**config.mk**
```make
export PLATFORM = sky130hd
export DESIGN_NAME = gptc_front
export DESIGN_NICKNAME = d
export VERILOG_FILES = /design/src/ground_plane_texture_coordinates_assert.svh /design/src/gptc_pkg.sv /design/src/gptc_front.sv
export SDC_FILE = /design/constraint.sdc
export NUM_CORES = 1
export LEC_CHECK = 0
export ABC_AREA = 1
export BUFFER_PORTS_ARGS = -buffer_cell sky130_fd_sc_hd__clkbuf_2
export CORE_ASPECT_RATIO = 0.75
export CORE_MARGIN = 8
export CORE_UTILIZATION = 44
export DETAILED_ROUTE_END_ITERATION = 10
export PLACE_DENSITY = 0.88
export SYNTH_ARGS = -nofsm -noshare
export SYNTH_HDL_FRONTEND = slang
export SYNTH_SLANG_ARGS = --single-unit
```
**constraint.sdc**
```tcl
create_clock -name vclk -period 1.62
set_clock_uncertainty 0.1 [all_clocks]
set_input_delay 0.162 -clock vclk [all_inputs]
set_output_delay 0.162 -clock vclk [all_outputs]
set_load 0.01 [all_outputs]
```
**src/ground_plane_texture_coordinates_assert.svh**
```systemverilog
// Assertion macros for the ground plane texture coordinate block
`ifndef GROUND_PLANE_TEXTURE_COORDINATES_ASSERT_SVH
`define GROUND_PLANE_TEXTURE_COORDINATES_ASSERT_SVH

// Same-cycle implication, disabled during reset
`define GPTC_ASSERT_NOW(label, clk, rst_n, ante, cons) \
    label: assert property (@(posedge clk) disable iff (!rst_n) (ante) |-> (cons)) \
        else $error("gptc assertion failed");

// Next-cycle implication, disabled during reset
`define GPTC_ASSERT_NEXT(label, clk, rst_n, ante, cons) \
    label: assert property (@(posedge clk) disable iff (!rst_n) (ante) |=> (cons)) \
        else $error("gptc assertion failed");

`endif

```
**src/gptc_pkg.sv**
```systemverilog
// Shared constants, types and the sine table for the ground plane texture coordinate block
package gptc_pkg;

    localparam int SINE_DEPTH   = 1024;
    localparam int FRAC_BITS    = 16;
    localparam int SINE_IDX_W   = $clog2(SINE_DEPTH);
    localparam int SINE_W       = FRAC_BITS + 2;
    localparam int PROD_W       = SINE_W + 32;
    localparam int NUM_CORNERS  = 8;
    localparam int STEP_W       = 5;

    localparam int QUEUE_DEPTH  = 4;
    localparam int QUEUE_PTR_W  = 2;
    localparam int QUEUE_CNT_W  = 3;

    localparam int DIV_W        = 56;
    localparam int DIV_NUM_W    = DIV_W + 1;
    localparam int DEN_W        = 11;
    localparam int ROW_NUM_W    = 44;
    localparam int DX_W         = 47;

    localparam int IN_DATA_W    = 24;
    localparam int OUT_DATA_W   = 64;
    localparam int CFG_DATA_W   = 32;
    localparam int CFG_IDX_W    = 3;

    localparam longint PI_Q30      = 64'sd3373259426;
    localparam longint HALF_PI_Q30 = 64'sd1686629713;
    localparam longint TWO_PI_Q30  = 64'sd6746518852;

    // Taylor term divisors (2k)(2k+1) for k = 1..7
    localparam longint unsigned TAYLOR_DIV [8] = '{64'd1, 64'd6, 64'd20, 64'd42,
                                                    64'd72, 64'd110, 64'd156, 64'd210};

    typedef enum logic [CFG_IDX_W-1:0] {
        REG_VIEWER_X     = 3'd0,
        REG_VIEWER_Y     = 3'd1,
        REG_HEADING      = 3'd2,
        REG_NEAR         = 3'd3,
        REG_FAR          = 3'd4,
        REG_HALF_FOV     = 3'd5,
        REG_COL_COUNT    = 3'd6,
        REG_HALF_HEIGHT  = 3'd7
    } cfg_reg_e;

    typedef struct packed {
        logic [NUM_CORNERS-1:0][31:0] corners;
        logic [9:0]                   half_height;
        logic [10:0]                  col_count;
    } geom_t;

    typedef struct packed {
        logic [9:0] column;
        logic [8:0] row;
        logic       in_range;
        logic [9:0] ground_row;
        logic [9:0] sky_row;
    } item_t;

    typedef logic signed [SINE_W-1:0] sine_tab_t [SINE_DEPTH];

    // Quarter-wave sine by Taylor series in Q30 radians, rounded to Q1.FRAC_BITS
    function automatic logic signed [SINE_W-1:0] quarter_sine(longint a);
        longint unsigned x;
        longint unsigned x2;
        longint unsigned term;
        longint unsigned v;
        longint          sum;
        int              k;
        x    = longint'(a);
        x2   = (x * x) >> 30;
        term = x;
        sum  = a;
        for (k = 1; k <= 7; k++)
        begin
            term = (term * x2) >> 30;
            term = term / TAYLOR_DIV[k[2:0]];
            if (k[0])
                sum = sum - longint'(term);
            else
                sum = sum + longint'(term);
        end
        if (sum < 0)
            sum = 0;
        v = (longint'(sum) + (64'd1 << (29 - FRAC_BITS))) >> (30 - FRAC_BITS);
        if (v > (64'd1 << FRAC_BITS))
            v = 64'd1 << FRAC_BITS;
        return SINE_W'(v);
    endfunction

    // Full-wave table built from the quarter wave
    function automatic sine_tab_t build_sine();
        sine_tab_t t;
        longint    x;
        for (int i = 0; i < SINE_DEPTH; i++)
        begin
            x = (longint'(i) * TWO_PI_Q30) >>> SINE_IDX_W;
            if (x <= HALF_PI_Q30)
                t[i] = quarter_sine(x);
            else if (x <= PI_Q30)
                t[i] = quarter_sine(PI_Q30 - x);
            else if (x <= PI_Q30 + HALF_PI_Q30)
                t[i] = -quarter_sine(x - PI_Q30);
            else
                t[i] = -quarter_sine((TWO_PI_Q30 - x > 0) ? TWO_PI_Q30 - x : 64'sd0);
        end
        return t;
    endfunction

    localparam sine_tab_t SINE_TAB = build_sine();

endpackage

```
**src/gptc_front.sv**
```systemverilog
// Input side: accept pixel beats and classify them for the queue
module gptc_front (
    input  logic                              s_axis_tvalid,
    output logic                              s_axis_tready,
    input  logic [gptc_pkg::IN_DATA_W-1:0]    s_axis_tdata,
    input  logic                              busy,
    input  logic                              full,
    input  logic [9:0]                        half_height,
    output logic                              push,
    output gptc_pkg::item_t                   push_item
);

    logic [9:0] row_ext;

    // Hold off while corners rebuild or the queue is full
    assign s_axis_tready = !full && !busy;
    assign push          = s_axis_tvalid && s_axis_tready;

    // Classify: row zero has no depth; screen rows wrap to ten bits
    assign row_ext              = {1'b0, s_axis_tdata[18:10]};
    assign push_item.column     = s_axis_tdata[9:0];
    assign push_item.row        = s_axis_tdata[18:10];
    assign push_item.in_range   = (s_axis_tdata[18:10] != 9'd0);
    assign push_item.ground_row = row_ext + half_height;
    assign push_item.sky_row    = half_height - row_ext;

endmodule

```
==> impl_metrics.csv, run 1 <==
group,metric,value,unit
run_status,status,"finished, violations left",
run_status,violations,"setup timing",
critical_path,max_stage_delay,0.25,ns
timing,rsz0062_at_grt,"yes",
synth,synth_top_family_by_area,"simple AND/OR/NAND/NOR gates",
final_layout,ff_latch_area,0,sq um
placement,place_congestion,0.852,
placement,place.port_buffers,54,
route,routed_wl,4.95,mm
critical_path,start_kind,"input pin",
floorplanning,die_h,59.5,microns
timing,period_minus_slack,1.73,ns
final_layout,area_growth,69.0,%
final_layout,nFillCells,139,
worst_hold_path,min_path_type,"in -> out",
synth,ys_types,22,
critical_path,slowest_stage,"fa_2",
synth,ys_top_cells_by_count,"52 x nand2_1, 25 x inv_1, 21 x buf_4",
route,antenna_left,0,
final_layout,clock_buffers,0,
grt,antenna_found_initial,0,
placement,hpwl,2.94,mm
timing,finalSetupViolCount,10,
critical_path,path_max_fanout,4,
synth,ys_seq_area_share,0,%
floorplanning,die_w,74.0,microns
timing,setup_tns,-0.402,ns
timing,max_freq,579,MHz
synth,synth_compound_area_share,10.7,%
synth,synth_area_leaders,"ha_1 20%, nand2_1 18%, buf_4 14%",
route,drc,0,
run,cap_violations,0,
timing,slew_headroom,67.5,%
synth,muxShareOfSynthArea,0,%
pwr,p_leak,1.02,nW
synth,yosys.area_share.simple,33.9,%
final_layout,antenna_cells,0,
synth,yosys_warnings,0,
grt,overflow,0,
timing,hold_violations,0,
route,routed_via_density,5.22,
grt,grt_max_degree,9,
synth,synthDominantCellAreaShare,20.3,%
pwr,power.total,814,uW
floorplanning,io_pins,79,
critical_path,path_cells,"buf_8 -> ha_4 -> inv_2 -> fa_2 -> nand3_4 -> a21oi_4 -> nand2_1 -> nand2_1 -> nand2_1 -> nand2_1 -> buf_2",
route,vias,1504,
final_layout,fin_nets,313,
floorplanning,die_area,4400,sq um
timing,setup_ws,-0.108,ns
critical_path,crit_top_cell,"nand2_1",
synth,synth_xor_xnor_area_share,6.31,%
synth,syn_inst,187,
synth,synth_area_per_cell,5.93,sq um
grt,grt_pass1_vias,1304,
timing,drv_slew,0,
pwr,vdd_drop_max,225,uV
grt,grt_pass1_wl,5.60,mm
critical_path,cp.required,1.36,ns
route,post_drt_wl_per_cell,17.2,microns
synth,yosysMostFrequentCell,"nand2_1",
timing,whs,0.224,ns
floorplanning,initial_core_util,47.3,%
critical_path,critical-path-top-delay-family,"adder cells",
critical_path,worstPathArrival,1.47,ns
synth,netlist_area,1110,sq um
synth,synth_fa_ha_area_share,23.9,%
route,drtIter0Drc,102,
pwr,power_density,434,nW/um^2
floorplanning,core.rowCount,15,
synth,synth_nets,244,
critical_path,cp_num_buf_inv,3,
timing,worst_pin_slew,0.482,ns
synth,yosys.area.top_type,"ha_1",
floorplanning,core_area,2350,sq um
critical_path,path_class,"in -> out",
final_layout,multi_input_area,1120,sq um
critical_path,critPathCaptureType,"output port",
timing,fin_crit_sh,107,%
grt,grtUsageTotal,15.5,%
final_layout,layout-drive-gt1-share,56.7,%
route,drtPass1Iterations,4,
final_layout,seq_cell_count,0,
## cells by family after synthesis
| family | Yosys count |
|---|---|
| AO/OA/AOI/OAI | 19 |
| XOR/XNOR | 8 |
| adder cells (fa/ha/maj) | 20 |
| buffers and inverters | 51 |
| AND/OR/NAND/NOR | 89 |
## placed cells by master (no fill, tap or decap)
cell type and instances:
nor2_1 6, inv_1 19, a21oi_1 2, buf_6 5, nor4_1 2, nor2_4 4, fa_2 2, nand2_2 7
clkbuf_2 37, nand3_2 2, ha_1 8, xor2_1 7, nand2_1 43, ha_4 10, buf_2 10, inv_2 5
a21oi_4 4, inv_4 4, nand4_1 2, nand3_4 2, nand3_1 11, o21ai_0 1, nor3b_1 1, a21o_1 3
buf_4 35, o21ai_1 2, a21oi_2 5, o21bai_1 2, xnor2_1 1, buf_8 3, nor2_2 7, nand2_4 2
## worst paths after layout
kind,depth (start not counted),from,endpoint,slack [ns]
worst max-delay path,11,s_axis_tdata[10],push_item[8],-0.11
worst min-delay path,0,s_axis_tdata[3],push_item[33],0.22
## power breakdown
| part | switching, mW | total [mW] | internal, mW |
|---|---|---|---|
| Clock | 0 | 0 | 0 |
| Combinational | 0.444 | 0.814 | 0.370 |
| Sequential | 0 | 0 | 0 |
| Total | 0.444 | 0.814 | 0.370 |
## timing repair
| action | CTS | global route |
|---|---|---|
| pin swaps | 6 | 34 |
| cloned | 0 | 0 |
| endpoints found under the setup margin | 13 | 14 |
| hold buffers | 0 | 0 |
| setup buffers | 3 | 2 |
| resized for setup | 34 | 65 |
## metrics by stage
step                area [sq um]  util [%]  setup slack, ns  cells
floorplan                   1110         -            0.136    187
global placement            1480      63.1           -0.139    283
detailed placement          1480      63.1           -0.186    283
CTS                         1650      70.5          -0.0500    286
global route                1880      79.9           -0.174    288
finish                      1880      79.9           -0.108    288
## routing by layer
metal | vias up | share of wire, % | GRT usage [%]
li1 | 712 | - | -
met1 | 707 | 39 | 17.8
met2 | 67 | 52 | 29.0
met3 | 18 | 5.4 | 1.18
met4 | 0 | 3.8 | 4.82
met5 | - | 0 | 0
## cell type report
| cell class | count | share of cell area, % |
|---|---|---|
| inverters | 28 | 6.14 |
| repair buffers | 90 | 32.0 |
| well taps | 34 | 2.27 |
| multi-input cells | 136 | 59.6 |
(Power assumes the default switching activity.)
==> run 2, diff against run 1 <==
Settings changed: CAP_MARGIN set to 5, REMOVE_ABC_BUFFERS set to 1.
==> impl_metrics.csv, run 2 (synthesis results as in run 1) <==
group,metric,value,unit
run_status,status,"finished, violations left",
run_status,violations,"setup timing",
placement,place_area,1490,sq um
timing,drv_slew,0,
pwr,p_leak,1.01,nW
final_layout,seq_cell_count,0,
pwr,power_density,438,nW/um^2
final_layout,fin_nets,311,
final_layout,layout.cells.most_common_list,"42 x nand2_1, 39 x clkbuf_2, 33 x buf_4",
critical_path,path_cells,"clkbuf_2 -> inv_1 -> ha_4 -> inv_1 -> buf_4 -> nand2_2 -> nor2_2 -> nor2_2 -> nand2_1 -> nand2_1 -> nand2_1 -> buf_2",
critical_path,max_stage_delay,0.30,ns
floorplanning,die_h,59.5,microns
grt,antenna_found_initial,0,
timing,setup_ws,-0.108,ns
timing,rsz0062_at_grt,"yes",
critical_path,path_max_fanout,5,
timing,worst_pin_slew,0.535,ns
route,antenna_left,0,
placement,place_congestion,0.893,
critical_path,worstPathArrival,1.47,ns
route,routed_via_density,5.52,
route,vias,1580,
timing,setup_tns,-0.386,ns
final_layout,ff_latch_area,0,sq um
critical_path,slowest_stage,"ha_4",
timing,period_minus_slack,1.73,ns
floorplanning,initial_core_util,47.3,%
placement,place.port_buffers,54,
floorplanning,die_w,74.0,microns
placement,dp_cells,284,
final_layout,clock_buffers,0,
grt,grt_pass1_vias,1394,
timing,hold_violations,0,
placement,hpwl,3.10,mm
route,routed_wl,5.17,mm
final_layout,area_growth,67.4,%
final_layout,final_cells,286,
floorplanning,core.rowCount,15,
floorplanning,die_area,4400,sq um
final_layout,antenna_cells,0,
timing,slew_headroom,64.0,%
grt,grtUsageTotal,17.7,%
floorplanning,core_area,2350,sq um
critical_path,start_kind,"input pin",
critical_path,critPathCaptureType,"output port",
timing,max_freq,579,MHz
route,drtPass1Iterations,4,
run,cap_violations,0,
grt,grt_pass1_wl,6.41,mm
worst_hold_path,min_path_type,"in -> out",
route,drc,0,
critical_path,path_class,"in -> out",
final_layout,layout-drive-gt1-share,57.1,%
route,post_drt_wl_per_cell,18.1,microns
cts,cts_hold_buf,0,
pwr,vdd_drop_max,233,uV
grt,grt_max_degree,8,
timing,finalSetupViolCount,10,
timing,fin_crit_sh,107,%
final_layout,layout_commonest_cell,"nand2_1",
floorplanning,io_pins,79,
critical_path,cp.required,1.36,ns
route,drtIter0Drc,150,
grt,overflow,0,
final_layout,finalInstanceArea,1860,sq um
critical_path,crit_top_cell,"nand2_1",
timing,whs,0.224,ns
[run 2: cell types whose count changed in the layout (fill, tap and decap cells not counted), sizes merged]
cell	previous run	this run
clkbuf	37	39
buf	53	49
[run 2: final timing paths]
check | slack, ns | startpoint | end | depth (start not counted)
worst max-delay path | -0.11 | s_axis_tdata[16] | push_item[17] | 12
worst min-delay path | 0.22 | s_axis_tdata[0] | push_item[30] | 0
[run 2: metrics by stage]
step / utilization (%) / setup WS [ns] / total power, mW
final: 79.2 / -0.108 / 0.814
after global placement: 63.5 / -0.124 / 0.594
after detailed placement: 63.5 / -0.171 / 0.611
after CTS: 71.6 / -0.0283 / 0.685
after global routing: 79.2 / -0.186 / 0.866
after floorplan: - / 0.136 / 0.313
[run 2: what timing repair did]
action / in CTS / in global routing
gates resized for setup: 39 / 56
endpoints found under the hold margin: 0 / 0
endpoints found under the setup margin: 14 / 13
pin swaps: 7 / 25
buffers inserted: 0 / 2
[run 2: critical path, delay by kind of cell]
family | cells | cell delay [ns]
buf+inv | 5 | 0.50
fa+ha+maj | 1 | 0.30
simple gates | 6 | 0.49
[run 2: per-layer routing]
layer  wire length, microns  track usage, %  vias to the layer above
li1                       -               -                      704
met5                      0               0                        -
met4                    331            4.53                        0
met3                    520            6.42                       36
met2                   2400            29.8                      125
met1                   1920            20.6                      715
[run 2: area by class of cell]
class,count,area (sq um)
multi-input combinational,136,1110
timing repair buffer,88,591
fill,134,488
inverter,28,118
tap,34,42.5
[run 2: where the power goes]
part	total [mW]	leakage, nW	internal [mW]	switching (mW)
Clock	0	0	0	0
Sequential	0	0	0	0
Combinational	0.814	1.01	0.368	0.446
Total	0.814	1.01	0.368	0.446
