### src/ground_plane_texture_coordinates_assert.svh
// Assertion macros for the ground plane texture coordinate block
`ifndef GROUND_PLANE_TEXTURE_COORDINATES_ASSERT_SVH
`define GROUND_PLANE_TEXTURE_COORDINATES_ASSERT_SVH

// Same-cycle implication, disabled during reset
`define GPTC_ASSERT_NOW(label, clk, rst_n, ante, cons) \
    label: assert property (@(posedge clk) disable iff (!rst_n) (ante) |-> (cons)) \
        else $error("gptc assertion failed");

// Next-cycle implication, disabled during reset
`define GPTC_ASSERT_NEXT(label, clk, rst_n, ante, cons) \
    label: assert property (@(posedge clk) disable iff (!rst_n) (ante) |=> (cons)) \
        else $error("gptc assertion failed");

`endif

### src/gptc_pkg.sv
// Shared constants, types and the sine table for the ground plane texture coordinate block
package gptc_pkg;

    localparam int SINE_DEPTH   = 1024;
    localparam int FRAC_BITS    = 16;
    localparam int SINE_IDX_W   = $clog2(SINE_DEPTH);
    localparam int SINE_W       = FRAC_BITS + 2;
    localparam int PROD_W       = SINE_W + 32;
    localparam int NUM_CORNERS  = 8;
    localparam int STEP_W       = 5;

    localparam int QUEUE_DEPTH  = 4;
    localparam int QUEUE_PTR_W  = 2;
    localparam int QUEUE_CNT_W  = 3;

    localparam int DIV_W        = 56;
    localparam int DIV_NUM_W    = DIV_W + 1;
    localparam int DEN_W        = 11;
    localparam int ROW_NUM_W    = 44;
    localparam int DX_W         = 47;

    localparam int IN_DATA_W    = 24;
    localparam int OUT_DATA_W   = 64;
    localparam int CFG_DATA_W   = 32;
    localparam int CFG_IDX_W    = 3;

    localparam longint PI_Q30      = 64'sd3373259426;
    localparam longint HALF_PI_Q30 = 64'sd1686629713;
    localparam longint TWO_PI_Q30  = 64'sd6746518852;

    // Taylor term divisors (2k)(2k+1) for k = 1..7
    localparam longint unsigned TAYLOR_DIV [8] = '{64'd1, 64'd6, 64'd20, 64'd42,
                                                    64'd72, 64'd110, 64'd156, 64'd210};

    typedef enum logic [CFG_IDX_W-1:0] {
        REG_VIEWER_X     = 3'd0,
        REG_VIEWER_Y     = 3'd1,
        REG_HEADING      = 3'd2,
        REG_NEAR         = 3'd3,
        REG_FAR          = 3'd4,
        REG_HALF_FOV     = 3'd5,
        REG_COL_COUNT    = 3'd6,
        REG_HALF_HEIGHT  = 3'd7
    } cfg_reg_e;

    typedef struct packed {
        logic [NUM_CORNERS-1:0][31:0] corners;
        logic [9:0]                   half_height;
        logic [10:0]                  col_count;
    } geom_t;

    typedef struct packed {
        logic [9:0] column;
        logic [8:0] row;
        logic       in_range;
        logic [9:0] ground_row;
        logic [9:0] sky_row;
    } item_t;

    typedef logic signed [SINE_W-1:0] sine_tab_t [SINE_DEPTH];

    // Quarter-wave sine by Taylor series in Q30 radians, rounded to Q1.FRAC_BITS
    function automatic logic signed [SINE_W-1:0] quarter_sine(longint a);
        longint unsigned x;
        longint unsigned x2;
        longint unsigned term;
        longint unsigned v;
        longint          sum;
        int              k;
        x    = longint'(a);
        x2   = (x * x) >> 30;
        term = x;
        sum  = a;
        for (k = 1; k <= 7; k++)
        begin
            term = (term * x2) >> 30;
            term = term / TAYLOR_DIV[k[2:0]];
            if (k[0])
                sum = sum - longint'(term);
            else
                sum = sum + longint'(term);
        end
        if (sum < 0)
            sum = 0;
        v = (longint'(sum) + (64'd1 << (29 - FRAC_BITS))) >> (30 - FRAC_BITS);
        if (v > (64'd1 << FRAC_BITS))
            v = 64'd1 << FRAC_BITS;
        return SINE_W'(v);
    endfunction

    // Full-wave table built from the quarter wave
    function automatic sine_tab_t build_sine();
        sine_tab_t t;
        longint    x;
        for (int i = 0; i < SINE_DEPTH; i++)
        begin
            x = (longint'(i) * TWO_PI_Q30) >>> SINE_IDX_W;
            if (x <= HALF_PI_Q30)
                t[i] = quarter_sine(x);
            else if (x <= PI_Q30)
                t[i] = quarter_sine(PI_Q30 - x);
            else if (x <= PI_Q30 + HALF_PI_Q30)
                t[i] = -quarter_sine(x - PI_Q30);
            else
                t[i] = -quarter_sine((TWO_PI_Q30 - x > 0) ? TWO_PI_Q30 - x : 64'sd0);
        end
        return t;
    endfunction

    localparam sine_tab_t SINE_TAB = build_sine();

endpackage

### src/gptc_queue.sv
// Short queue between the front and back parts
module gptc_queue (
    input  logic            clk,
    input  logic            rst_n,
    input  logic            push,
    input  gptc_pkg::item_t push_item,
    input  logic            pop,
    output gptc_pkg::item_t pop_item,
    output logic            full,
    output logic            empty
);

    gptc_pkg::item_t                  entry_reg [gptc_pkg::QUEUE_DEPTH];
    logic [gptc_pkg::QUEUE_PTR_W-1:0] wr_ptr_reg;
    logic [gptc_pkg::QUEUE_PTR_W-1:0] rd_ptr_reg;
    logic [gptc_pkg::QUEUE_CNT_W-1:0] count_reg;

    assign full     = (count_reg == gptc_pkg::QUEUE_CNT_W'(gptc_pkg::QUEUE_DEPTH));
    assign empty    = (count_reg == '0);
    assign pop_item = entry_reg[rd_ptr_reg];

    // Store entries
    always_ff @(posedge clk)
    begin
        if (push)
            entry_reg[wr_ptr_reg] <= push_item;
    end

    // Advance pointers and count
    always_ff @(posedge clk or negedge rst_n)
    begin
        if (!rst_n)
        begin
            wr_ptr_reg <= '0;
            rd_ptr_reg <= '0;
            count_reg  <= '0;
        end
        else
        begin
            if (push)
                wr_ptr_reg <= wr_ptr_reg + 1'b1;
            if (pop)
                rd_ptr_reg <= rd_ptr_reg + 1'b1;
            if (push && !pop)
                count_reg <= count_reg + 1'b1;
            else if (!push && pop)
                count_reg <= count_reg - 1'b1;
        end
    end

endmodule

### config.mk
export PLATFORM = sky130hd
export DESIGN_NAME = gptc_queue
export DESIGN_NICKNAME = d
export VERILOG_FILES = /design/src/ground_plane_texture_coordinates_assert.svh /design/src/gptc_pkg.sv /design/src/gptc_queue.sv
export SDC_FILE = /design/constraint.sdc
export NUM_CORES = 1
export LEC_CHECK = 0
export BUFFER_PORTS_ARGS = -buffer_cell sky130_fd_sc_hd__buf_4
export CORE_MARGIN = 4
export CORE_UTILIZATION = 25
export CTS_BUF_LIST = sky130_fd_sc_hd__clkbuf_4 sky130_fd_sc_hd__clkbuf_8 sky130_fd_sc_hd__clkbuf_16
export DETAILED_ROUTE_END_ITERATION = 8
export HOLD_SLACK_MARGIN = 0.12
export PLACE_DENSITY_LB_ADDON = 0.12
export SLEW_MARGIN = 5
export SYNTH_ARGS = -nofsm -noshare
export SYNTH_HDL_FRONTEND = slang
export SYNTH_SLANG_ARGS = --single-unit
### constraint.sdc
create_clock -name clk -period 2.24 [get_ports clk]
set_input_delay 0.448 -clock clk [delete_from_list [all_inputs] [get_ports clk]]
set_output_delay 0.448 -clock clk [all_outputs]
set_load 0.02 [all_outputs]
==> impl_metrics.prom, run 1 <==
# TYPE chip_impl_metric gauge
chip_impl_metric{name="worstPathBufferInverterCount",unit=""} 2
chip_impl_info{name="synth_area_leader_cell",value="sky130_fd_sc_hd__edfxtp_1"} 1
chip_impl_info{name="min_path_type",value="primary input to register"} 1
chip_impl_metric{name="synth.area.mux_share",unit="%"} 14.8
chip_impl_metric{name="max_slew.worst_pin.slew",unit="ns"} 0.451
chip_impl_info{name="rsz0062_at_grt",value="yes"} 1
chip_impl_info{name="setup.worst_path.end_class",value="primary output"} 1
chip_impl_metric{name="synth-edff-count",unit=""} 160
chip_impl_metric{name="yosys.area.top_type_share",unit="%"} 77.3
chip_impl_metric{name="htree_num_levels",unit=""} 4
chip_impl_metric{name="slew_headroom",unit="%"} 69.9
chip_impl_metric{name="viasPerCell",unit=""} 4.04
chip_impl_metric{name="worst_case_clock_skew",unit="ns"} 0.00962
chip_impl_metric{name="clock_sinks",unit=""} 167
chip_impl_metric{name="timing.max_cap.violations",unit=""} 0
chip_impl_metric{name="max_clock_freq",unit="MHz"} 438
chip_impl_metric{name="die_height",unit="um"} 166
chip_impl_metric{name="timing.critical_path.required",unit="ns"} 1.79
chip_impl_metric{name="worst_ir_drop_vdd",unit="V"} 0.000465
chip_impl_metric{name="period_needed",unit="ns"} 2.28
chip_impl_metric{name="hold_viol",unit=""} 0
chip_impl_metric{name="largest_reg_flops",unit=""} 160
chip_impl_metric{name="slowest_stage_delay_cp",unit="ns"} 0.55
chip_impl_metric{name="grt_pass1_wl",unit="mm"} 19.5
chip_impl_metric{name="synth.distinct_cells",unit=""} 20
chip_impl_metric{name="synthXorXnorAreaFrac",unit="%"} 0.845
chip_impl_info{name="violated_checks",value="setup timing"} 1
chip_impl_metric{name="drtPass1Iterations",unit=""} 4
chip_impl_metric{name="power",unit="mW"} 11.0
chip_impl_metric{name="leakage_power_figure",unit="nW"} 2.74
chip_impl_metric{name="drt-total-wl",unit="mm"} 12.4
chip_impl_metric{name="floorplan.initialDensity",unit="%"} 25.5
chip_impl_metric{name="numCtsBuffers",unit=""} 17
chip_impl_metric{name="critPathMaxFanout",unit=""} 14
chip_impl_metric{name="core_area",unit="mm2"} 0.0244
chip_impl_metric{name="synth-adder-area-share",unit="%"} 1.33
chip_impl_metric{name="synthesis.area_per_instance",unit="um2"} 25.5
chip_impl_metric{name="grt_start_max_net_pins",unit=""} 27
chip_impl_metric{name="area_growth",unit="%"} 29.4
chip_impl_metric{name="rows",unit=""} 57
chip_impl_metric{name="fillerInstances",unit=""} 2357
chip_impl_info{name="dominant_combinational_cell_family_by_area_after_synthesis",value="multiplexers"} 1
chip_impl_info{name="critPathLaunchType",value="register"} 1
chip_impl_metric{name="ctsLongestPathBuffers",unit=""} 2
chip_impl_metric{name="detailed_place.area",unit="mm2"} 0.00735
chip_impl_metric{name="route.antenna.remaining_nets",unit=""} 0
chip_impl_metric{name="synth_fp_nets",unit=""} 294
chip_impl_info{name="setup.worst_path.class",value="register to primary output"} 1
chip_impl_metric{name="hpwl",unit="mm"} 7.77
chip_impl_info{name="crit_chain",value="buf_12 > mux4_2 > buf_6"} 1
chip_impl_metric{name="reg2reg_slack",unit="ns"} 0.56
chip_impl_info{name="tritoncts",value="built"} 1
chip_impl_metric{name="layout_setup_ws",unit="ns"} -0.0447
chip_impl_metric{name="cellPowerDensity",unit="mW/mm2"} 1360
chip_impl_metric{name="port_buffers",unit=""} 85
chip_impl_metric{name="final_area",unit="mm2"} 0.00804
chip_impl_info{name="dominantRegCellSynth",value="sky130_fd_sc_hd__edfxtp_1"} 1
chip_impl_metric{name="area_fraction_in_compound_gates_after_synthesis",unit="%"} 0.0805
chip_impl_metric{name="grt_remaining_overflow",unit=""} 0
chip_impl_metric{name="design.portCount",unit=""} 86
chip_impl_metric{name="synth-seq-area-share",unit="%"} 80.1
chip_impl_metric{name="gp_routability_congestion",unit=""} 0.678
chip_impl_metric{name="fin_crit_sh",unit="%"} 102
chip_impl_metric{name="ys_seq_elements",unit=""} 167
chip_impl_metric{name="floorplan.die_area",unit="mm2"} 0.0275
chip_impl_metric{name="post_synth_simple_gate_area",unit="%"} 0.785
chip_impl_metric{name="async_flop_share",unit="%"} 4.19
chip_impl_metric{name="diodes",unit=""} 0
chip_impl_metric{name="first_global_vias",unit=""} 3203
chip_impl_metric{name="die-width",unit="um"} 166
chip_impl_metric{name="route.detailed.wl_per_inst",unit="um"} 17.9
chip_impl_info{name="status",value="finished, violations left"} 1
chip_impl_metric{name="syn_inst",unit=""} 244
chip_impl_info{name="timing.critical_path.slowest_stage_cell",value="sky130_fd_sc_hd__mux4_2"} 1
chip_impl_metric{name="worst_hold_slack",unit="ns"} 0.226
chip_impl_metric{name="clkLatencyLatePin",unit="ns"} 0.41
chip_impl_info{name="cp_top_family",value="multiplexers"} 1
chip_impl_metric{name="slew_viol_final",unit=""} 0
chip_impl_metric{name="netlist_area",unit="mm2"} 0.00622
chip_impl_info{name="top_area_cells_in_the_synthesized_netlist",value="sky130_fd_sc_hd__edfxtp_1, sky130_fd_sc_hd__mux4_2, sky130_fd_sc_hd__dfrtp_1"} 1
chip_impl_metric{name="groute.usage.overall",unit="%"} 9.50
chip_impl_metric{name="yosysWarnings",unit=""} 0
chip_impl_metric{name="post_route_cells_drive_above_1_share",unit="%"} 48.5
chip_impl_metric{name="setup_viol_count_final",unit=""} 20
chip_impl_metric{name="via_count",unit=""} 2791
chip_impl_metric{name="drc_errors",unit=""} 0
chip_impl_info{name="root_buffer",value="sky130_fd_sc_hd__clkbuf_16"} 1
chip_impl_metric{name="drt_iter0_drc",unit=""} 186
chip_impl_metric{name="arrival",unit="ns"} 1.84
chip_impl_metric{name="grt_antenna_before_repair",unit=""} 1
chip_impl_metric{name="cts.clk_slew.worst_paths",unit="ns"} 0.07
chip_impl_metric{name="final_nets",unit=""} 404
==> area by class of cell <==
class,count,area [um2],area share (%)
multi-input cells,63,1110,13.8
flip-flops and latches,167,4990,62.0
inverters,4,15.0,0.187
well taps,324,405,5.04
repair buffers,101,973,12.1
clock inverters,14,124,1.54
clock buffers,18,433,5.38
==> repair_timing <==
item                                    in CTS  in global routing
hold endpoints to repair                     7                  0
gates resized for setup                     30                  3
endpoints found under the setup margin      40                 40
cloned                                       0                  0
hold buffers                                 1                  0
setup buffers                                2                  0
==> metrics by stage <==
step / util (%) / setup slack [ns] / cells / setup TNS (ns)
3_5_place_dp: 30.2 / 0.239 / 656 / 0
3_3_place_gp: 30.2 / 0.269 / 656 / 0
5_1_grt: 33.0 / -0.128 / 691 / -3.55
6_report: 33.0 / -0.0447 / 691 / -0.254
4_1_cts: 33.0 / -0.101 / 691 / -2.18
2_1_floorplan: - / 0.255 / 244 / 0
==> synth_stat cells (2+ instances only) <==
cell / count
sky130_fd_sc_hd__buf_12: 4
sky130_fd_sc_hd__xnor2_1: 2
sky130_fd_sc_hd__mux4_1: 2
sky130_fd_sc_hd__ha_1: 5
sky130_fd_sc_hd__edfxtp_1: 160
sky130_fd_sc_hd__nand2_1: 2
sky130_fd_sc_hd__mux4_2: 38
sky130_fd_sc_hd__dfrtp_1: 7
sky130_fd_sc_hd__and2_1: 4
sky130_fd_sc_hd__inv_1: 4
sky130_fd_sc_hd__buf_2: 4
sky130_fd_sc_hd__xor2_1: 4
==> final timing paths <==
check / from / to / cells after the start
worst max-delay path: rd_ptr_reg[0]$_DFFE_PN0P_ / pop_item[10] / 3
worst min-delay path: push_item[12] / entry_reg[3][12]$_DFFE_PP_ / 1
worst max register to register: wr_ptr_reg[1]$_DFFE_PN0P_ / entry_reg[1][19]$_DFFE_PP_ / 4
worst min register to register: count_reg[2]$_DFFE_PN0P_ / count_reg[2]$_DFFE_PN0P_ / 1
max in group asynchronous: rst_n / rd_ptr_reg[1]$_DFFE_PN0P_ / 2
min in group asynchronous: rst_n / count_reg[1]$_DFFE_PN0P_ / 2
==> cells by family (layout without fill, tap and decap cells) <==
kind of cell | after synthesis | after routing
AND/OR/NAND/NOR | 9 | 9
AO/OA/AOI/OAI | 1 | 1
flip-flops | 167 | 167
buffers and inverters | 14 | 137
adder cells (fa/ha/maj) | 6 | 6
XOR/XNOR | 6 | 6
multiplexers | 41 | 41
==> layout by cell type, fill, tap and decap left out <==
| cell | n |
|---|---|
| sky130_fd_sc_hd__buf_4 | 62 |
| sky130_fd_sc_hd__dlygate4sd3_1 | 1 |
| sky130_fd_sc_hd__edfxtp_1 | 160 |
| sky130_fd_sc_hd__nor3_1 | 1 |
| sky130_fd_sc_hd__nor2_1 | 1 |
| sky130_fd_sc_hd__mux4_2 | 40 |
| sky130_fd_sc_hd__inv_6 | 4 |
| sky130_fd_sc_hd__xnor2_1 | 2 |
| sky130_fd_sc_hd__xor2_1 | 4 |
| sky130_fd_sc_hd__inv_1 | 4 |
| sky130_fd_sc_hd__buf_6 | 30 |
| sky130_fd_sc_hd__clkinvlp_4 | 3 |
| sky130_fd_sc_hd__ha_1 | 5 |
| sky130_fd_sc_hd__clkinv_4 | 2 |
| sky130_fd_sc_hd__dfrtp_4 | 2 |
| sky130_fd_sc_hd__clkinv_1 | 1 |
| sky130_fd_sc_hd__clkinv_2 | 3 |
| sky130_fd_sc_hd__mux2_2 | 1 |
| sky130_fd_sc_hd__clkbuf_16 | 17 |
| sky130_fd_sc_hd__nor3b_1 | 1 |
| sky130_fd_sc_hd__buf_12 | 8 |
| sky130_fd_sc_hd__o21ai_0 | 1 |
| sky130_fd_sc_hd__and2_2 | 4 |
| sky130_fd_sc_hd__nand2_1 | 2 |
| sky130_fd_sc_hd__dfrtp_1 | 5 |
| sky130_fd_sc_hd__clkbuf_4 | 1 |
| sky130_fd_sc_hd__fa_1 | 1 |
| sky130_fd_sc_hd__bufinv_16 | 1 |
==> worst register-to-register path, delay by kind of cell (launching register included) <==
family	cells	cell delay, ns
adders and majority gates	1	0.14
buffers and inverters	2	0.41
DFF	1	0.40
and+or+nand+nor	1	0.43
==> where the power goes <==
group	leakage (nW)	internal, mW	switching [mW]	total (mW)
registers	1.55	4.10	0.226	4.33
logic	0.925	1.95	1.95	3.90
clock network	0.268	1.55	1.20	2.75
total	2.74	7.60	3.37	11.0
==> per-layer routing <==
layer | vias up | part of all wire (%) | track usage, %
met5 | - | 0.057 | 0
met4 | 2 | 1.6 | 3.77
met3 | 14 | 4.2 | 2.96
met2 | 57 | 49 | 15.2
met1 | 1478 | 45 | 12.1
li1 | 1240 | - | -
No activity file was read; power rests on OpenSTA's default activity.
==> run 2: changes to the inputs <==
--- a/config.mk
+++ b/config.mk
@@ -6,12 +6,15 @@
 export NUM_CORES = 1
 export LEC_CHECK = 0
 export BUFFER_PORTS_ARGS = -buffer_cell sky130_fd_sc_hd__buf_4
+export CAP_MARGIN = 10
 export CORE_MARGIN = 4
 export CORE_UTILIZATION = 25
 export CTS_BUF_LIST = sky130_fd_sc_hd__clkbuf_4 sky130_fd_sc_hd__clkbuf_8 sky130_fd_sc_hd__clkbuf_16
 export DETAILED_ROUTE_END_ITERATION = 8
 export HOLD_SLACK_MARGIN = 0.12
+export MAX_ROUTING_LAYER = met4
 export PLACE_DENSITY_LB_ADDON = 0.12
+export REMOVE_ABC_BUFFERS = 1
 export SLEW_MARGIN = 5
 export SYNTH_ARGS = -nofsm -noshare
 export SYNTH_HDL_FRONTEND = slang
==> impl_metrics.prom, run 2 (same netlist as run 1, synthesis figures left out) <==
# TYPE chip_impl_metric gauge
chip_impl_metric{name="drtPass1Iterations",unit=""} 4
chip_impl_metric{name="worst_ir_drop_vdd",unit="V"} 0.000532
chip_impl_metric{name="drt-total-wl",unit="mm"} 13.0
chip_impl_info{name="most_frequent_standard_cell_in_the_layout_excluding_fill_and_tap_cells",value="sky130_fd_sc_hd__edfxtp_1"} 1
chip_impl_metric{name="grt_use_met2",unit="%"} 15.3
chip_impl_info{name="setup.worst_path.end_class",value="primary output"} 1
chip_impl_metric{name="design.portCount",unit=""} 86
chip_impl_metric{name="worst_hold_slack",unit="ns"} 0.226
chip_impl_metric{name="finalNonFillerCells",unit=""} 690
chip_impl_metric{name="cts.clk_slew.worst_paths",unit="ns"} 0.07
chip_impl_metric{name="slew_headroom",unit="%"} 71.1
chip_impl_metric{name="drt_iter0_drc",unit=""} 146
chip_impl_metric{name="floorplan.die_area",unit="mm2"} 0.0275
chip_impl_metric{name="critPathMaxFanout",unit=""} 12
chip_impl_metric{name="die-width",unit="um"} 166
chip_impl_metric{name="route.detailed.wl_per_inst",unit="um"} 18.8
chip_impl_metric{name="diodes",unit=""} 0
chip_impl_metric{name="setup_viol_count_final",unit=""} 5
chip_impl_metric{name="grt_pass1_wl",unit="mm"} 19.7
chip_impl_metric{name="timing.max_cap.violations",unit=""} 0
chip_impl_metric{name="groute.usage.overall",unit="%"} 10.1
chip_impl_info{name="cp_top_family",value="multiplexers"} 1
chip_impl_metric{name="post_route_cells_drive_above_1_share",unit="%"} 48.1
chip_impl_metric{name="slew_viol_final",unit=""} 0
chip_impl_metric{name="floorplan.initialDensity",unit="%"} 25.5
chip_impl_metric{name="intPower",unit="mW"} 7.82
chip_impl_metric{name="clkLatencyLatePin",unit="ns"} 0.42
chip_impl_metric{name="timing.critical_path.required",unit="ns"} 1.79
chip_impl_metric{name="net-switching-power",unit="mW"} 3.51
chip_impl_metric{name="clock_sinks",unit=""} 167
chip_impl_metric{name="groute.layer.met3.usage",unit="%"} 3.07
chip_impl_info{name="setup.worst_path.class",value="register to primary output"} 1
chip_impl_metric{name="numCtsBuffers",unit=""} 17
chip_impl_metric{name="worst_case_clock_skew",unit="ns"} 0.00844
chip_impl_metric{name="rows",unit=""} 57
chip_impl_metric{name="slowest_stage_delay_cp",unit="ns"} 0.54
chip_impl_metric{name="core_area",unit="mm2"} 0.0244
chip_impl_metric{name="die_height",unit="um"} 166
chip_impl_metric{name="hpwl",unit="mm"} 7.59
chip_impl_metric{name="port_buffers",unit=""} 85
chip_impl_metric{name="multi_input_comb_area",unit="mm2"} 0.00111
chip_impl_metric{name="met1_usage",unit="%"} 12.8
chip_impl_metric{name="cellPowerDensity",unit="mW/mm2"} 1400
chip_impl_info{name="global_route.peak_usage_layer",value="met2"} 1
chip_impl_metric{name="final_nets",unit=""} 403
chip_impl_info{name="mostFrequentLayoutCells",value="sky130_fd_sc_hd__edfxtp_1, sky130_fd_sc_hd__buf_4, sky130_fd_sc_hd__mux4_2, sky130_fd_sc_hd__buf_6, sky130_fd_sc_hd__clkbuf_16"} 1
chip_impl_metric{name="timing.setup.tns",unit="ns"} -0.0360
chip_impl_info{name="tritoncts",value="built"} 1
chip_impl_metric{name="first_global_vias",unit=""} 3135
chip_impl_metric{name="fillerInstances",unit=""} 2355
chip_impl_metric{name="largest_reg_flops",unit=""} 160
chip_impl_metric{name="leakage_power_figure",unit="nW"} 2.77
chip_impl_info{name="status",value="finished, violations left"} 1
chip_impl_metric{name="fin_crit_sh",unit="%"} 101
chip_impl_metric{name="gp_routability_congestion",unit=""} 0.672
chip_impl_metric{name="layout_setup_ws",unit="ns"} -0.0134
chip_impl_metric{name="clock_power_share",unit="%"} 26.0
chip_impl_info{name="violated_checks",value="setup timing"} 1
chip_impl_metric{name="arrival",unit="ns"} 1.81
chip_impl_metric{name="seq_area",unit="mm2"} 0.00498
chip_impl_metric{name="p_sw_share",unit="%"} 31.0
chip_impl_metric{name="power",unit="mW"} 11.3
chip_impl_metric{name="period_needed",unit="ns"} 2.25
chip_impl_metric{name="ctsLongestPathBuffers",unit=""} 2
chip_impl_metric{name="max_clock_freq",unit="MHz"} 444
chip_impl_info{name="min_path_type",value="primary input to register"} 1
chip_impl_metric{name="combPwrFrac",unit="%"} 36.3
chip_impl_metric{name="max_slew.worst_pin.slew",unit="ns"} 0.434
chip_impl_info{name="crit_chain",value="buf_12 > mux4_2 > buf_6"} 1
chip_impl_metric{name="route.antenna.remaining_nets",unit=""} 0
chip_impl_metric{name="via_count",unit=""} 2768
chip_impl_metric{name="viasPerCell",unit=""} 4.01
chip_impl_metric{name="grt_antenna_before_repair",unit=""} 0
chip_impl_metric{name="grt_start_max_net_pins",unit=""} 30
chip_impl_metric{name="drc_errors",unit=""} 0
chip_impl_metric{name="placed_cells",unit=""} 656
chip_impl_metric{name="area_growth",unit="%"} 30.5
chip_impl_metric{name="htree_num_levels",unit=""} 4
chip_impl_info{name="rsz0062_at_grt",value="yes"} 1
chip_impl_info{name="timing.critical_path.slowest_stage_cell",value="sky130_fd_sc_hd__mux4_2"} 1
chip_impl_metric{name="seq_power_share",unit="%"} 37.8
chip_impl_metric{name="worstPathBufferInverterCount",unit=""} 2
chip_impl_metric{name="hold_viol",unit=""} 0
chip_impl_metric{name="grt_remaining_overflow",unit=""} 0
chip_impl_info{name="critPathLaunchType",value="register"} 1
chip_impl_info{name="root_buffer",value="sky130_fd_sc_hd__clkbuf_16"} 1
-- run 2: stage by stage --
step,area [um2],utilization (%),setup WS (ns)
6_report,8120,33.3,-0.0134
5_1_grt,8120,33.3,-0.100
4_1_cts,8150,33.4,-0.0836
3_5_place_dp,7340,30.1,0.298
3_3_place_gp,7340,30.1,0.317
2_1_floorplan,6100,-,-0.715
-- run 2: path summary, 6_finish.rpt --
check	from	end	slack, ns	cells past startpoint
hold reg to reg	count_reg[2]$_DFFE_PN0P_	count_reg[2]$_DFFE_PN0P_	0.49	1
setup reg to reg	wr_ptr_reg[1]$_DFFE_PN0P_	entry_reg[1][2]$_DFFE_PP_	0.63	4
hold / removal	push_item[20]	entry_reg[2][20]$_DFFE_PP_	0.23	1
min in group asynchronous	rst_n	rd_ptr_reg[0]$_DFFE_PN0P_	0.38	2
max in group asynchronous	rst_n	rd_ptr_reg[1]$_DFFE_PN0P_	1.71	2
setup / recovery	rd_ptr_reg[0]$_DFFE_PN0P_	pop_item[25]	-0.01	3
-- run 2: final cells by class --
class | instances | area share [%]
sequential | 167 | 61.4
multi-input combinational | 63 | 13.6
timing repair buffer | 100 | 12.5
clock buffer | 17 | 5.24
tap | 324 | 4.99
clock inverter | 15 | 2.03
inverter | 4 | 0.185
-- run 2: worst reg2reg max path: cells and delay by family, from the launching register on --
family        cells  cell delay, ns
flops             1            0.40
simple gates      1            0.42
buf+inv           2            0.34
fa+ha+maj         1            0.15
-- run 2: power groups by stage --
stage	Sequential [mW]	Clock (mW)	Combinational, mW
6_report	4.28	2.94	4.11
3_3_place_gp	4.32	0	3.79
5_1_grt	4.33	3.20	4.42
2_1_floorplan	4.54	0	1.89
4_1_cts	4.29	3.04	4.34
3_5_place_dp	4.34	0	3.80
-- run 2: repair_timing --
item,4_1_cts,5_1_grt
endpoints found under the hold margin,7,0
setup buffers,1,0
cloned,1,0
hold buffers,1,0
resized for setup,46,0
setup endpoints to repair,34,40
-- run 2: routing by layer --
metal	part of all wire (%)	vias up
met5	0	-
met4	1.3	0
met3	3.7	8
met2	49	60
met1	46	1456
li1	-	1244
==> run 3: changes to the inputs <==
--- a/config.mk
+++ b/config.mk
@@ -5,6 +5,7 @@
 export SDC_FILE = /design/constraint.sdc
 export NUM_CORES = 1
 export LEC_CHECK = 0
+export ABC_AREA = 1
 export BUFFER_PORTS_ARGS = -buffer_cell sky130_fd_sc_hd__buf_4
 export CAP_MARGIN = 10
 export CORE_MARGIN = 4
==> impl_metrics.prom, run 3 <==
# TYPE chip_impl_metric gauge
chip_impl_metric{name="pre_cts_slack",unit="ns"} 0.479
chip_impl_info{name="status",value="completed"} 1
chip_impl_info{name="timing.critical_path.slowest_stage_cell",value="sky130_fd_sc_hd__dfrtp_4"} 1
chip_impl_metric{name="htree_num_levels",unit=""} 4
chip_impl_metric{name="placed_cells",unit=""} 956
chip_impl_metric{name="async_flop_share",unit="%"} 4.19
chip_impl_metric{name="drt_iter0_drc",unit=""} 147
chip_impl_info{name="most_frequent_standard_cell_in_the_layout_excluding_fill_and_tap_cells",value="sky130_fd_sc_hd__edfxtp_1"} 1
chip_impl_info{name="most_common_cell_in_the_synthesized_netlist",value="sky130_fd_sc_hd__edfxtp_1"} 1
chip_impl_info{name="synth_common_cells",value="sky130_fd_sc_hd__edfxtp_1, sky130_fd_sc_hd__nand2_1, sky130_fd_sc_hd__inv_1"} 1
chip_impl_metric{name="gp_routability_congestion",unit=""} 0.701
chip_impl_metric{name="netlist_area",unit="mm2"} 0.00698
chip_impl_info{name="setup.worst_path.end_class",value="primary output"} 1
chip_impl_metric{name="route.detailed.wl_per_inst",unit="um"} 16.5
chip_impl_metric{name="slew_viol_final",unit=""} 0
chip_impl_metric{name="timing.setup.tns",unit="ns"} 0
chip_impl_metric{name="fin_crit_sh",unit="%"} 97.5
chip_impl_metric{name="area_growth",unit="%"} 25.6
chip_impl_metric{name="numCtsBuffers",unit=""} 17
chip_impl_metric{name="grt_start_max_net_pins",unit=""} 89
chip_impl_metric{name="timing.critical_path.required",unit="ns"} 1.79
chip_impl_metric{name="die-width",unit="um"} 175
chip_impl_metric{name="slowest_stage_delay_cp",unit="ns"} 0.57
chip_impl_metric{name="design.portCount",unit=""} 86
chip_impl_metric{name="finalNonFillerCells",unit=""} 991
chip_impl_metric{name="yosysWarnings",unit=""} 0
chip_impl_metric{name="drtPass1Iterations",unit=""} 4
chip_impl_info{name="dominantRegCellSynth",value="sky130_fd_sc_hd__edfxtp_1"} 1
chip_impl_metric{name="clock_sinks",unit=""} 167
chip_impl_info{name="top_area_cells_in_the_synthesized_netlist",value="sky130_fd_sc_hd__edfxtp_1, sky130_fd_sc_hd__o211ai_2, sky130_fd_sc_hd__nand2_1"} 1
chip_impl_metric{name="worst_case_clock_skew",unit="ns"} 0.00603
chip_impl_metric{name="period_needed",unit="ns"} 2.19
chip_impl_metric{name="leakage_power_figure",unit="nW"} 3.50
chip_impl_metric{name="first_global_vias",unit=""} 4107
chip_impl_metric{name="route.antenna.remaining_nets",unit=""} 0
chip_impl_metric{name="hpwl",unit="mm"} 8.96
chip_impl_metric{name="critPathMaxFanout",unit=""} 37
chip_impl_info{name="root_buffer",value="sky130_fd_sc_hd__clkbuf_16"} 1
chip_impl_metric{name="synth.distinct_cells",unit=""} 20
chip_impl_metric{name="groute.usage.overall",unit="%"} 10.6
chip_impl_metric{name="drc_errors",unit=""} 0
chip_impl_metric{name="grt_pass1_wl",unit="mm"} 23.7
chip_impl_metric{name="ctsLongestPathBuffers",unit=""} 2
chip_impl_metric{name="worst_ir_drop_vdd",unit="V"} 0.000497
chip_impl_metric{name="grt_remaining_overflow",unit=""} 0
chip_impl_metric{name="synthesis.area_per_instance",unit="um2"} 13.6
chip_impl_metric{name="timing.max_cap.violations",unit=""} 0
chip_impl_metric{name="grt_antenna_before_repair",unit=""} 0
chip_impl_metric{name="viasPerCell",unit=""} 4.04
chip_impl_metric{name="largest_reg_flops",unit=""} 160
chip_impl_metric{name="cts.clk_slew.worst_paths",unit="ns"} 0.07
chip_impl_metric{name="via_count",unit=""} 4002
chip_impl_metric{name="synth-adder-area-share",unit="%"} 1.18
chip_impl_metric{name="worst_hold_slack",unit="ns"} 0.227
chip_impl_info{name="dominant_combinational_cell_family_by_area_after_synthesis",value="compound AO/OA/AOI/OAI gates"} 1
chip_impl_metric{name="max_clock_freq",unit="MHz"} 458
chip_impl_info{name="crit_chain",value="clkbuf_16 > o211ai_1 > nand2_1 > buf_4"} 1
chip_impl_metric{name="layout_setup_ws",unit="ns"} 0.0550
chip_impl_metric{name="cellPowerDensity",unit="mW/mm2"} 1420
chip_impl_metric{name="yosys.area.top_type_share",unit="%"} 68.8
chip_impl_info{name="min_path_type",value="primary input to register"} 1
chip_impl_metric{name="cts.repair_timing.setup_buffer_count",unit=""} 0
chip_impl_metric{name="max_slew.worst_pin.slew",unit="ns"} 0.396
chip_impl_metric{name="post_route_cells_drive_above_1_share",unit="%"} 28.9
chip_impl_metric{name="post_synth_simple_gate_area",unit="%"} 7.45
chip_impl_metric{name="ys_seq_elements",unit=""} 167
chip_impl_metric{name="final_nets",unit=""} 657
chip_impl_info{name="tritoncts",value="built"} 1
chip_impl_metric{name="rows",unit=""} 60
chip_impl_metric{name="synth.area.mux_share",unit="%"} 0
chip_impl_metric{name="synth-edff-count",unit=""} 160
chip_impl_metric{name="die_height",unit="um"} 175
chip_impl_info{name="synth_area_leader_cell",value="sky130_fd_sc_hd__edfxtp_1"} 1
chip_impl_metric{name="syn_inst",unit=""} 515
chip_impl_metric{name="synthXorXnorAreaFrac",unit="%"} 0.502
chip_impl_metric{name="port_buffers",unit=""} 85
chip_impl_metric{name="floorplan.die_area",unit="mm2"} 0.0307
chip_impl_metric{name="floorplan.initialDensity",unit="%"} 25.6
chip_impl_metric{name="drt-total-wl",unit="mm"} 16.4
chip_impl_metric{name="clkLatencyLatePin",unit="ns"} 0.42
chip_impl_metric{name="hold_viol",unit=""} 0
chip_impl_info{name="rsz0062_at_grt",value="yes"} 1
chip_impl_metric{name="slew_headroom",unit="%"} 73.6
chip_impl_metric{name="core_area",unit="mm2"} 0.0273
chip_impl_info{name="setup.worst_path.class",value="register to primary output"} 1
chip_impl_metric{name="synth-seq-area-share",unit="%"} 71.3
chip_impl_info{name="mostFrequentLayoutCells",value="sky130_fd_sc_hd__edfxtp_1, sky130_fd_sc_hd__nand2_1, sky130_fd_sc_hd__inv_1, sky130_fd_sc_hd__buf_4"} 1
chip_impl_metric{name="setup_viol_count_final",unit=""} 0
chip_impl_metric{name="diodes",unit=""} 0
chip_impl_metric{name="area_fraction_in_compound_gates_after_synthesis",unit="%"} 11.5
chip_impl_metric{name="arrival",unit="ns"} 1.74
chip_impl_info{name="critPathLaunchType",value="register"} 1
==> run 3: cell types whose count changed in the layout (fill, tap and decap cells not counted), moves of 32 or more <==
cell	previous run	this run
sky130_fd_sc_hd__nand2_1	2	131
sky130_fd_sc_hd__inv_1	4	87
sky130_fd_sc_hd__mux4_2	40	0
sky130_fd_sc_hd__o211ai_1	0	40
sky130_fd_sc_hd__o211ai_2	0	40
sky130_fd_sc_hd__buf_4	50	85
sky130_fd_sc_hd__buf_6	40	8
==> run 3: cells by family after synthesis <==
| family | Yosys count |
|---|---|
| AO/OA/AOI/OAI | 81 |
| AND/OR/NAND/NOR | 137 |
| XOR/XNOR | 4 |
| buffers and inverters | 120 |
| flip-flops | 167 |
| adder cells (fa/ha/maj) | 6 |
==> run 3: where the power goes <==
group	switching (mW)	internal, mW	leakage (nW)
combinational	3.15	1.90	1.65
clock	1.22	1.87	0.298
sequential	0.232	4.10	1.55
==> run 3: worst max-delay path: cells and delay by family (launching register included) <==
| kind | cells | cell delay [ns] |
|---|---|---|
| flip-flops | 1 | 0.57 |
| AND/OR/NAND/NOR | 1 | 0.11 |
| AO/OA/AOI/OAI | 1 | 0.19 |
| buffers and inverters | 2 | 0.44 |
==> run 3: metal layers <==
metal,part of all wire (%),global-route usage [%],vias up
met4,0.84,3.04,0
li1,-,-,1959
met5,0,-,-
met1,47,13.3,1963
met2,47,16.2,71
met3,4.9,3.70,9
==> run 3: repair_timing <==
item	in CTS	in global routing
resized for setup	0	11
hold buffers	1	0
endpoints found under the hold margin	7	0
endpoints found under the setup margin	0	24
==> run 3: path summary, 6_finish.rpt <==
| path | startpoint | endpoint | slack, ns | cells past startpoint |
|---|---|---|---|---|
| worst max-delay path | rd_ptr_reg[0]$_DFFE_PN0P_ | pop_item[14] | 0.05 | 4 |
| min in group asynchronous | rst_n | count_reg[0]$_DFFE_PN0P_ | 0.38 | 2 |
| worst min-delay path | push_item[8] | entry_reg[3][8]$_DFFE_PP_ | 0.23 | 1 |
| worst min register to register | count_reg[2]$_DFFE_PN0P_ | count_reg[2]$_DFFE_PN0P_ | 0.51 | 2 |
| worst max register to register | wr_ptr_reg[0]$_DFFE_PN0P_ | entry_reg[2][5]$_DFFE_PP_ | 0.76 | 5 |
| max in group asynchronous | rst_n | rd_ptr_reg[0]$_DFFE_PN0P_ | 1.71 | 2 |
==> run 3: cell type report <==
type,instances,area (um2)
Multi-Input combinational cell,228,1450
Timing Repair Buffer,101,903
Tap cell,372,465
Clock inverter,14,196
Clock buffer,17,425
Inverter,92,345
Sequential cell,167,4980
Fill cell,2708,18500
==> run 3: stage by stage <==
step / cell area (um2) / util [%] / power, mW
after floorplan: 6770 / - / 6.85
after global placement: 8030 / 29.5 / 9.18
after detailed placement: 8030 / 29.5 / 9.26
after CTS: 8660 / 31.8 / 12.4
after global routing: 8770 / 32.2 / 13.3
final: 8770 / 32.2 / 12.5
